## src/serial_command_decoder_fan_control_unit_defines.svh

```systemverilog
// assertion macros shared by the decoder rtl
// no dependencies; each macro expects clk and arst_n in scope
`ifndef SERIAL_COMMAND_DECODER_FAN_CONTROL_UNIT_DEFINES_SVH
`define SERIAL_COMMAND_DECODER_FAN_CONTROL_UNIT_DEFINES_SVH

// antecedent implies consequent in the same cycle
`define SCDFC_ASSERT_SAME(label, ante, cons, msg) \
	label: assert property (@(posedge clk) disable iff (!arst_n) (ante) |-> (cons)) \
		else $error(msg);

// antecedent implies consequent in the next cycle
`define SCDFC_ASSERT_NEXT(label, ante, cons, msg) \
	label: assert property (@(posedge clk) disable iff (!arst_n) (ante) |=> (cons)) \
		else $error(msg);

`endif

```

## src/scdfc_pkg.sv

```systemverilog
// types, codes and tables for the serial command decoder
// no dependencies
`default_nettype none
package scdfc_pkg;

	typedef struct packed {
		logic       opcode;
		logic [7:0] rx_byte;
	} in_t;

	typedef struct packed {
		logic       duty_load;
		logic [9:0] duty_value;
		logic [2:0] speed_level;
		logic       coil_valid;
		logic [3:0] coil_pattern;
		logic       relay_level;
		logic       sensor_request;
		logic       auto_mode;
		logic [2:0] setup_stage;
		logic       last;
	} out_t;

	typedef enum logic {
		OP_BYTE = 1'b0,
		OP_ACK  = 1'b1
	} op_t;

	typedef enum logic [2:0] {
		CMD_NONE = 3'd0,
		CMD_S    = 3'd1,
		CMD_D    = 3'd2,
		CMD_X    = 3'd3,
		CMD_Y    = 3'd4
	} cmd_t;

	typedef enum logic {
		ST_IDLE = 1'b0,
		ST_RUN  = 1'b1
	} state_t;

	// controller to datapath
	typedef struct packed {
		logic decode;
		logic emit;
	} dp_cmd_t;

	// datapath to controller
	typedef struct packed {
		logic slot_free;
		logic final_beat;
	} dp_sts_t;

	localparam logic [7:0] CH_O = 8'h4F;
	localparam logic [7:0] CH_K = 8'h4B;
	localparam logic [7:0] CH_S = 8'h53;
	localparam logic [7:0] CH_D = 8'h44;
	localparam logic [7:0] CH_X = 8'h58;
	localparam logic [7:0] CH_Y = 8'h59;
	localparam logic [7:0] CH_0 = 8'h30;
	localparam logic [7:0] CH_1 = 8'h31;
	localparam logic [7:0] CH_2 = 8'h32;
	localparam logic [7:0] CH_3 = 8'h33;
	localparam logic [7:0] CH_4 = 8'h34;
	localparam logic [7:0] CH_5 = 8'h35;
	localparam logic [7:0] CH_6 = 8'h36;
	localparam logic [7:0] CH_7 = 8'h37;
	localparam logic [7:0] CH_8 = 8'h38;
	localparam logic [7:0] CH_9 = 8'h39;

	localparam logic [2:0] STAGE_PREFIX = 3'd3;
	localparam logic [2:0] STAGE_RUN    = 3'd4;

	localparam logic [9:0] DUTY_FULL = 10'd1023;
	localparam logic [9:0] DUTY_HIGH = 10'd500;
	localparam logic [9:0] DUTY_MID  = 10'd330;
	localparam logic [9:0] DUTY_LOW  = 10'd170;
	localparam logic [9:0] DUTY_OFF  = 10'd0;

	localparam logic [3:0] COIL_OFF = 4'hF;

	// full-step pattern, one coil pulled low
	function automatic logic [3:0] coil_pat(input logic [1:0] phase, input logic rev);
		logic [3:0] p;
		case (phase)
			2'd0: p = 4'd14;
			2'd1: p = 4'd13;
			2'd2: p = 4'd11;
			default: p = 4'd7;
		endcase
		return rev ? {p[0], p[1], p[2], p[3]} : p;
	endfunction

endpackage
`default_nettype wire

```

## src/serial_command_decoder_fan_control_unit.sv

```systemverilog
// Serial command decoder for fan duty, stepper bursts, relay and sensor flags.
// Input channel in_valid/in_ready carries one received byte or an acknowledge
// (opcode) per beat. Output channel out_valid/out_ready carries result beats.
// A byte passes the setup sequence (three "OK" replies, then "192") before
// command letters S, D, X, Y and their argument byte take effect.
// Each input beat gives one result beat, except a D argument that moves the
// stepper: one beat per step (6 to 36, at most MAX_STEPS); last marks the end.
// After acceptance the controller enters its run state and registers the first
// result once the output slot is free; step beats follow one a cycle from the
// shared phase counter while the receiver takes them; the controller handles
// one item at a time and in_ready is low while its beats are being produced.
// The output register holds a finished beat while the receiver stalls; the
// next item can be accepted as soon as the last beat is in that register.
// A stalled receiver holds the burst back one beat at a time.
// Reset clears setup progress, flags, phase and pending command; speed is 1.
// depends on scdfc_pkg, scdfc_ctrl, scdfc_dp
`default_nettype none
module serial_command_decoder_fan_control_unit #(
	parameter int MAX_STEPS = 36
) (
	input  wire logic            clk,
	input  wire logic            arst_n,
	input  wire logic            in_valid,
	output logic                 in_ready,
	input  wire scdfc_pkg::in_t  in_data,
	output logic                 out_valid,
	input  wire logic            out_ready,
	output scdfc_pkg::out_t      out_data
);
	import scdfc_pkg::*;

	dp_cmd_t cmd;
	dp_sts_t sts;

	scdfc_ctrl u_ctrl (
		.clk      (clk),
		.arst_n   (arst_n),
		.in_valid (in_valid),
		.in_ready (in_ready),
		.sts      (sts),
		.cmd      (cmd)
	);

	scdfc_dp #(
		.MAX_STEPS (MAX_STEPS)
	) u_dp (
		.clk       (clk),
		.arst_n    (arst_n),
		.in_data   (in_data),
		.cmd       (cmd),
		.sts       (sts),
		.out_valid (out_valid),
		.out_ready (out_ready),
		.out_data  (out_data)
	);

endmodule
`default_nettype wire

```

## src/scdfc_ctrl.sv

```systemverilog
// controller: accepts one beat, then drives the result beats out
// depends on scdfc_pkg
`default_nettype none
module scdfc_ctrl (
	input  wire logic              clk,
	input  wire logic              arst_n,
	input  wire logic              in_valid,
	output logic                   in_ready,
	input  wire scdfc_pkg::dp_sts_t sts,
	output scdfc_pkg::dp_cmd_t     cmd
);
	import scdfc_pkg::*;

	state_t state_q, state_d;

	always_ff @(posedge clk or negedge arst_n) begin
		if (!arst_n) begin
			state_q <= ST_IDLE;
		end else begin
			state_q <= state_d;
		end
	end

	always_comb begin
		state_d    = state_q;
		in_ready   = 1'b0;
		cmd.decode = 1'b0;
		cmd.emit   = 1'b0;
		case (state_q)
			ST_IDLE: begin
				in_ready = 1'b1;
				if (in_valid) begin
					cmd.decode = 1'b1;
					state_d    = ST_RUN;
				end
			end
			ST_RUN: begin
				if (sts.slot_free) begin
					cmd.emit = 1'b1;
					if (sts.final_beat) state_d = ST_IDLE;
				end
			end
			default: state_d = ST_IDLE;
		endcase
	end

endmodule
`default_nettype wire

```

## src/scdfc_dp.sv

```systemverilog
// datapath: setup/command decode state, step burst counter, output register
// depends on scdfc_pkg and the assertion macro header
`default_nettype none
`include "serial_command_decoder_fan_control_unit_defines.svh"
module scdfc_dp #(
	parameter int MAX_STEPS = 36
) (
	input  wire logic               clk,
	input  wire logic               arst_n,
	input  wire scdfc_pkg::in_t     in_data,
	input  wire scdfc_pkg::dp_cmd_t cmd,
	output scdfc_pkg::dp_sts_t      sts,
	output logic                    out_valid,
	input  wire logic               out_ready,
	output scdfc_pkg::out_t         out_data
);
	import scdfc_pkg::*;

	localparam int CW = $clog2(MAX_STEPS + 1);
	localparam logic [6:0] MAX_CAP = 7'(MAX_STEPS);

	logic [2:0]    stage_q, stage_d;
	logic          ok_seen_q, ok_seen_d;
	logic [1:0]    prefix_q, prefix_d;
	cmd_t          pend_q, pend_d;
	logic [2:0]    speed_q, speed_d;
	logic          sensor_q, sensor_d;
	logic          auto_q, auto_d;
	logic          relay_q, relay_d;
	logic          load_q, load_d;
	logic [9:0]    duty_q, duty_d;
	logic          rev_q, rev_d;
	logic [6:0]    raw_steps;
	logic [CW-1:0] remain_q, remain_d;
	logic [1:0]    phase_q;
	logic          out_valid_q;
	out_t          out_q, beat;

	// decode of one accepted beat
	always_comb begin
		stage_d   = stage_q;
		ok_seen_d = ok_seen_q;
		prefix_d  = prefix_q;
		pend_d    = pend_q;
		speed_d   = speed_q;
		sensor_d  = sensor_q;
		auto_d    = auto_q;
		relay_d   = relay_q;
		load_d    = 1'b0;
		duty_d    = DUTY_OFF;
		rev_d     = 1'b0;
		raw_steps = 7'd0;
		if (in_data.opcode == OP_ACK) begin
			sensor_d = 1'b0;
		end else if (stage_q < STAGE_PREFIX) begin
			if (!ok_seen_q) begin
				if (in_data.rx_byte == CH_O) ok_seen_d = 1'b1;
			end else begin
				ok_seen_d = 1'b0;
				if (in_data.rx_byte == CH_K) stage_d = stage_q + 3'd1;
			end
		end else if (stage_q == STAGE_PREFIX) begin
			if (prefix_q == 2'd0) begin
				if (in_data.rx_byte == CH_1) prefix_d = 2'd1;
			end else if (in_data.rx_byte == CH_9 && prefix_q == 2'd1) begin
				prefix_d = 2'd2;
			end else if (in_data.rx_byte == CH_2 && prefix_q == 2'd2) begin
				prefix_d = 2'd0;
				stage_d  = STAGE_RUN;
			end else begin
				prefix_d = 2'd0;
			end
		end else if (stage_q == STAGE_RUN) begin
			pend_d = CMD_NONE;
			case (pend_q)
				CMD_NONE: begin
					if (in_data.rx_byte == CH_S) pend_d = CMD_S;
					else if (in_data.rx_byte == CH_D) pend_d = CMD_D;
					else if (in_data.rx_byte == CH_X) pend_d = CMD_X;
					else if (in_data.rx_byte == CH_Y) pend_d = CMD_Y;
				end
				CMD_S: begin
					load_d = 1'b1;
					case (in_data.rx_byte)
						CH_0: begin speed_d = 3'd1; duty_d = DUTY_FULL; end
						CH_1: begin speed_d = 3'd1; duty_d = DUTY_HIGH; end
						CH_2: begin speed_d = 3'd2; duty_d = DUTY_MID; end
						CH_3: begin speed_d = 3'd3; duty_d = DUTY_LOW; end
						CH_4: begin speed_d = 3'd4; duty_d = DUTY_OFF; end
						default: load_d = 1'b0;
					endcase
				end
				CMD_D: begin
					case (in_data.rx_byte)
						CH_1: raw_steps = 7'd12;
						CH_2: raw_steps = 7'd24;
						CH_3: raw_steps = 7'd36;
						CH_4: begin raw_steps = 7'd12; rev_d = 1'b1; end
						CH_5: begin raw_steps = 7'd24; rev_d = 1'b1; end
						CH_6: begin raw_steps = 7'd36; rev_d = 1'b1; end
						CH_7: raw_steps = 7'd6;
						CH_8: begin raw_steps = 7'd6; rev_d = 1'b1; end
						default: raw_steps = 7'd0;
					endcase
				end
				CMD_X: begin
					if (in_data.rx_byte == CH_3) begin
						sensor_d = 1'b1;
					end else if (in_data.rx_byte == CH_4) begin
						sensor_d = 1'b1;
						auto_d   = 1'b1;
					end else if (in_data.rx_byte == CH_2) begin
						sensor_d = 1'b1;
						auto_d   = 1'b0;
					end
				end
				CMD_Y: begin
					if (in_data.rx_byte == CH_0) relay_d = 1'b0;
					else if (in_data.rx_byte == CH_1) relay_d = 1'b1;
				end
				default: pend_d = CMD_NONE;
			endcase
		end
		remain_d = (raw_steps > MAX_CAP) ? CW'(MAX_STEPS) : CW'(raw_steps);
	end

	always_ff @(posedge clk or negedge arst_n) begin
		if (!arst_n) begin
			stage_q   <= 3'd0;
			ok_seen_q <= 1'b0;
			prefix_q  <= 2'd0;
			pend_q    <= CMD_NONE;
			speed_q   <= 3'd1;
			sensor_q  <= 1'b0;
			auto_q    <= 1'b0;
			relay_q   <= 1'b0;
			remain_q  <= '0;
			phase_q   <= 2'd0;
		end else if (cmd.decode) begin
			stage_q   <= stage_d;
			ok_seen_q <= ok_seen_d;
			prefix_q  <= prefix_d;
			pend_q    <= pend_d;
			speed_q   <= speed_d;
			sensor_q  <= sensor_d;
			auto_q    <= auto_d;
			relay_q   <= relay_d;
			remain_q  <= remain_d;
		end else if (cmd.emit && remain_q != '0) begin
			remain_q <= remain_q - CW'(1);
			phase_q  <= phase_q + 2'd1;
		end
	end

	// per-beat payload, no reset needed
	always_ff @(posedge clk) begin
		if (cmd.decode) begin
			load_q <= load_d;
			duty_q <= duty_d;
			rev_q  <= rev_d;
		end
	end

	// result beat: single status beat when no steps, otherwise one step
	always_comb begin
		beat.speed_level    = speed_q;
		beat.relay_level    = relay_q;
		beat.sensor_request = sensor_q;
		beat.auto_mode      = auto_q;
		beat.setup_stage    = stage_q;
		if (remain_q == '0) begin
			beat.duty_load    = load_q;
			beat.duty_value   = duty_q;
			beat.coil_valid   = 1'b0;
			beat.coil_pattern = COIL_OFF;
			beat.last         = 1'b1;
		end else begin
			beat.duty_load    = 1'b0;
			beat.duty_value   = DUTY_OFF;
			beat.coil_valid   = 1'b1;
			beat.coil_pattern = coil_pat(phase_q, rev_q);
			beat.last         = (remain_q == CW'(1));
		end
	end

	always_ff @(posedge clk or negedge arst_n) begin
		if (!arst_n) begin
			out_valid_q <= 1'b0;
		end else if (cmd.emit) begin
			out_valid_q <= 1'b1;
		end else if (out_ready) begin
			out_valid_q <= 1'b0;
		end
	end

	always_ff @(posedge clk) begin
		if (cmd.emit) out_q <= beat;
	end

	assign sts.slot_free  = !out_valid_q || out_ready;
	assign sts.final_beat = (remain_q <= CW'(1));
	assign out_valid      = out_valid_q;
	assign out_data       = out_q;

	`SCDFC_ASSERT_SAME(a_emit_slot, cmd.emit, sts.slot_free, "beat emitted into a full slot")
	`SCDFC_ASSERT_SAME(a_stage_range, 1'b1, stage_q <= STAGE_RUN, "setup stage out of range")
	`SCDFC_ASSERT_NEXT(a_step_count, cmd.emit && remain_q != '0,
		remain_q == $past(remain_q) - CW'(1), "step count did not decrement")
	`SCDFC_ASSERT_NEXT(a_phase_step, cmd.emit && remain_q != '0,
		phase_q == $past(phase_q) + 2'd1, "phase did not advance on a step")

endmodule
`default_nettype wire

```

## config.mk

```make
export PLATFORM = sky130hd
export DESIGN_NAME = serial_command_decoder_fan_control_unit
export DESIGN_NICKNAME = d
export VERILOG_FILES = /design/src/scdfc_pkg.sv /design/src/serial_command_decoder_fan_control_unit.sv /design/src/scdfc_ctrl.sv /design/src/scdfc_dp.sv
export VERILOG_INCLUDE_DIRS = /design/src /design/src/src
export SDC_FILE = /design/constraint.sdc
export NUM_CORES = 1
export LEC_CHECK = 0
export ABC_AREA = 1
export CORE_AREA = 3 3 73 75
export CTS_BUF_LIST = sky130_fd_sc_hd__clkbuf_4 sky130_fd_sc_hd__clkbuf_8
export DETAILED_ROUTE_END_ITERATION = 8
export DIE_AREA = 0 0 76 78
export DONT_BUFFER_PORTS = 1
export PLACE_DENSITY = 0.78
export REMOVE_ABC_BUFFERS = 1
export SYNTH_ARGS = -nofsm -noshare
export SYNTH_HDL_FRONTEND = slang
export SYNTH_HIERARCHICAL = 1
export SYNTH_SLANG_ARGS = --single-unit
```

## constraint.sdc

```tcl
create_clock -name clk -period 2.11 [get_ports clk]
set_input_delay 0.422 -clock clk [delete_from_list [all_inputs] [get_ports clk]]
set_output_delay 0.422 -clock clk [all_outputs]
set_load 0.02 [all_outputs]
```

==> summary.md <==
| Metric | Value |
|---|---|
| Worst Path Class, Setup | flop to flop |
| Placed cell area | around 0.0029 sq mm |
| Max Cap Viol | 0 |
| Diodes inserted | 0 |
| Vias/cell | 5.10 |
| Adder-cell share of the synthesized area | approximately 4.0% |
| Layout cells sized above 1 | a little over a tenth |
| Yosys warnings | 6 |
| Critical path fanouts, max | 17 |
| Layout Nets | 350 |
| I/O pin count | 41 |
| Die X | between 70 and 80 um |
| DRT Pass-1 Iters | 4 |
| Antenna-violating nets left | 0 |
| Die H | between 70 and 80 um |
| Initial Utilization | between 50% and 60% |
| HPWL Detailed | between 3000 and 4000 um |
| Crit-path cells | inv_2, nand2_2, inv_1, buf_4, nand3_1, inv_1, nand4_1, o21ai_0, o21ai_0 |
| Global-route wire length before repair | roughly 8600 um |
| Synth top area cells | edfxtp_1 (30%), dfrtp_1 (21%), nand2_1 (11%) |
| Fin crit period | 1.70 ns |
| Clock transition at path regs | ~0.090 ns |
| Req. time, crit path | about 2.3 ns |
| Tcrit/Tclk final | between 80% and 90% |
| Design area | around 0.0030 sq mm |
| Worst hold path type | input port to flop |
| WL final | 4890 um |
| Post-Synth Simple-Gate Area | 24.0% |
| Worst R2R End | u_dp/relay_q |
| Via count | 2019 |
| R2R cell count | 9 |
| Lkg Pwr | between 1 and 1.5 nW |
| Mapped Cells | 325 |
| Crit-path leading delay family | buffers and inverters |
| Total clock sinks | 53 |
| Main combinational cell family by area after synthesis | simple AND/OR/NAND/NOR gates |
| Worst-margin pin slew | 0.369 ns |
| IO buf count | 0 |
| Synth Area per Inst | a little under 9 sq um |
| Fmax | approximately 0.59 GHz |
| CTS tree | built |
| Cell Pwr Density | 1030 mW/mm^2 |
| Top cells by count, synth | nand2_1 (79), inv_1 (61), nor2_1 (30), edfxtp_1 (28), dfrtp_1 (24) |
| Clk Latency, worst-skew pair | about 0.30 ns |
| # setup viols final | 0 |
| Post_cts resized | 0 |
| Drt drc | 0 |
| Placed Cells | 386 |
| Peak supply drop | roughly 0.00040 V |
| Netlist Area Pre-Place | 0.00282 sq mm |
| Compound-gate portion of the synthesized area | under 10% |
| Initial antenna violation count | 0 |
| RSZ-0062 raised after global routing | no |
| Mux contribution to synthesized area | 0% |
| Wire per inst | between 10 and 15 um |
| Xor/xnor cell area share of the yosys netlist | under 10% |
| P&R area growth vs syn | 6.57% |
| CORE AREA | ~0.0047 sq mm |
| Critical Path End | u_dp/relay_q |
| Top-count cell post-synth | nand2_1 |
| Die footprint | ~0.0059 sq mm |
| Largest area contributor in the netlist | edfxtp_1 |
| Total CTS buffers | 5 |
| Clock skew | around 0.0079 ns |
| Fin Setup TNS | 0 ns |
| H-Tree Depth | 2 |
| Placer Congestion | 0.919 |
| Vias in the first global route | around 2000 |
| CP arrival | 1.88 ns |
| Slowest cell on the critical path | dfrtp_1 |
| Worst R2R Setup Slack | between 0.4 and 0.5 ns |
| Crit start category | flop |
| Setup crit end kind | flop |
| EDFF count, synth | 28 |
| Post-synth top area share | about 30% |
| Clock Tree Root | clkbuf_8 |
| Final setup margin | 0.408 ns |
| Max clock buf depth | 2 |
| Yosys reg bits | 53 |
| CP Buf/Inv Count | 4 |
| Register area share after synthesis | between 50% and 60% |
| Worst R2R Start | u_ctrl/state_q |
| Gr usage total | a little under a fifth |
| GRT overflow | 0 |
| Num rows | 25 |
| Synth Flop Type | edfxtp_1 |
| Final hold vios | 0 |
| Synth async-reset ratio | a little under half |
| Pin count of the biggest net entering global routing | 26 |
| Number of distinct library cells after synthesis | 34 |
| Slew headroom | ~75% |
| Layout Cells excl Fill | ~400 |
| Critical path's largest stage delay | between 0.4 and 0.5 ns |
| Status | complete, no violations |
| CP Depth | 9 |
| Cts hold-fix bufs | 2 |
| Slew Viols, Final | 0 |
| Setup crit start | u_ctrl/state_q |
| Setup bufs post-CTS | 0 |
| 1st-iter DRT viols | approximately 120 |
| Setup WS pre-CTS | about 0.43 ns |
state kept, by name, summed over array words and instances, names as in the netlist:
signal	flops
u_dp/relay_q	1
u_dp/auto_q	1
u_dp/load_q	1
u_dp/duty_q	5
u_dp/speed_q	3
u_dp/out_data	21
u_dp/sensor_q	1
u_dp/rev_q	1
u_dp/out_valid	1
u_dp/pend_q	3
u_ctrl/state_q	1
u_dp/ok_seen_q	1
u_dp/phase_q	2
u_dp/remain_q	6
u_dp/stage_q	3
u_dp/prefix_q	2
logic make-up after synthesis:
family / count (synthesis)
AO/OA/AOI/OAI: 39
XOR/XNOR: 4
adder cells (fa/ha/maj): 9
buffers and inverters: 71
flip-flops: 53
AND/OR/NAND/NOR: 149
worst min-delay path by stage:
| stage | depth (start not counted) | startpoint | slack [ns] | end |
|---|---|---|---|---|
| 4_1_cts | 1 | in_data[8] | 0.20 | u_dp/sensor_q |
| 5_1_grt | 1 | in_data[8] | 0.20 | u_dp/sensor_q |
| 3_3_place_gp | 0 | arst_n | 0.13 | u_ctrl/state_q |
| 3_5_place_dp | 0 | arst_n | 0.13 | u_ctrl/state_q |
| 2_1_floorplan | 0 | arst_n | 0.13 | u_ctrl/state_q |
| 6_report | 1 | in_data[8] | 0.21 | u_dp/sensor_q |
routing by layer:
metal,vias to the layer above,routed length [um],track usage (%)
met4,0,120,8.15
met1,913,2190,22.3
li1,1034,-,-
met5,-,0,0
met3,10,323,4.76
met2,62,2260,30.1
layout by cell type (no fill, tap or decap):
| cell type | count |
|---|---|
| a41oi_1 | 1 |
| dfstp_2 | 1 |
| ha_1 | 9 |
| nand2_4 | 1 |
| buf_12 | 1 |
| nand3b_1 | 1 |
| nor3_1 | 3 |
| buf_4 | 3 |
| nand2_1 | 79 |
| edfxtp_1 | 28 |
| nand4_1 | 8 |
| clkbuf_4 | 1 |
| xor2_1 | 3 |
| nor2_4 | 3 |
| nor3_2 | 1 |
| nor2_1 | 30 |
| a21boi_0 | 1 |
| clkinv_2 | 1 |
| a21oi_1 | 9 |
| clkbuf_8 | 5 |
| nor2_2 | 4 |
| a32oi_1 | 1 |
| nand3_2 | 2 |
| a21oi_2 | 2 |
| inv_1 | 61 |
| o21a_1 | 2 |
| dlygate4sd3_1 | 1 |
| nand3_1 | 10 |
| xnor2_1 | 1 |
| o21ai_2 | 1 |
| bufinv_16 | 1 |
| o211ai_1 | 4 |
| o21ai_0 | 14 |
| nand2_2 | 7 |
| o21ai_1 | 4 |
| inv_2 | 1 |
| dfrtp_1 | 24 |
power by group:
part	total [mW]	internal, mW	switching (mW)
clock network	0.671	0.365	0.306
logic	0.751	0.263	0.488
registers	1.68	1.37	0.309
total	3.10	2.00	1.10
worst reg2reg max path: cells and delay by family (launching register included):
| family | cells | cell delay (ns) |
|---|---|---|
| flops | 1 | 0.41 |
| buf+inv | 4 | 0.59 |
| simple gates | 3 | 0.32 |
| compound gates | 2 | 0.25 |
through the flow:
stage          power [mW]  util (%)  hold slack (ns)
2_1_floorplan        2.26         -            0.126
3_3_place_gp         2.40      60.6            0.127
3_5_place_dp         2.43      60.6            0.127
4_1_cts              3.12      63.6            0.205
5_1_grt              3.30      63.6            0.203
6_report             3.10      63.6            0.215
layout make-up:
type	count	area, sq um
sequential	53	1470
clock inverter	2	35.0
inverter	62	233
fill	374	1720
tap	67	83.8
timing repair buffer	5	52.6
clock buffer	6	76.3
multi-input combinational	201	1050
Power figures use the tool's default switching activity.
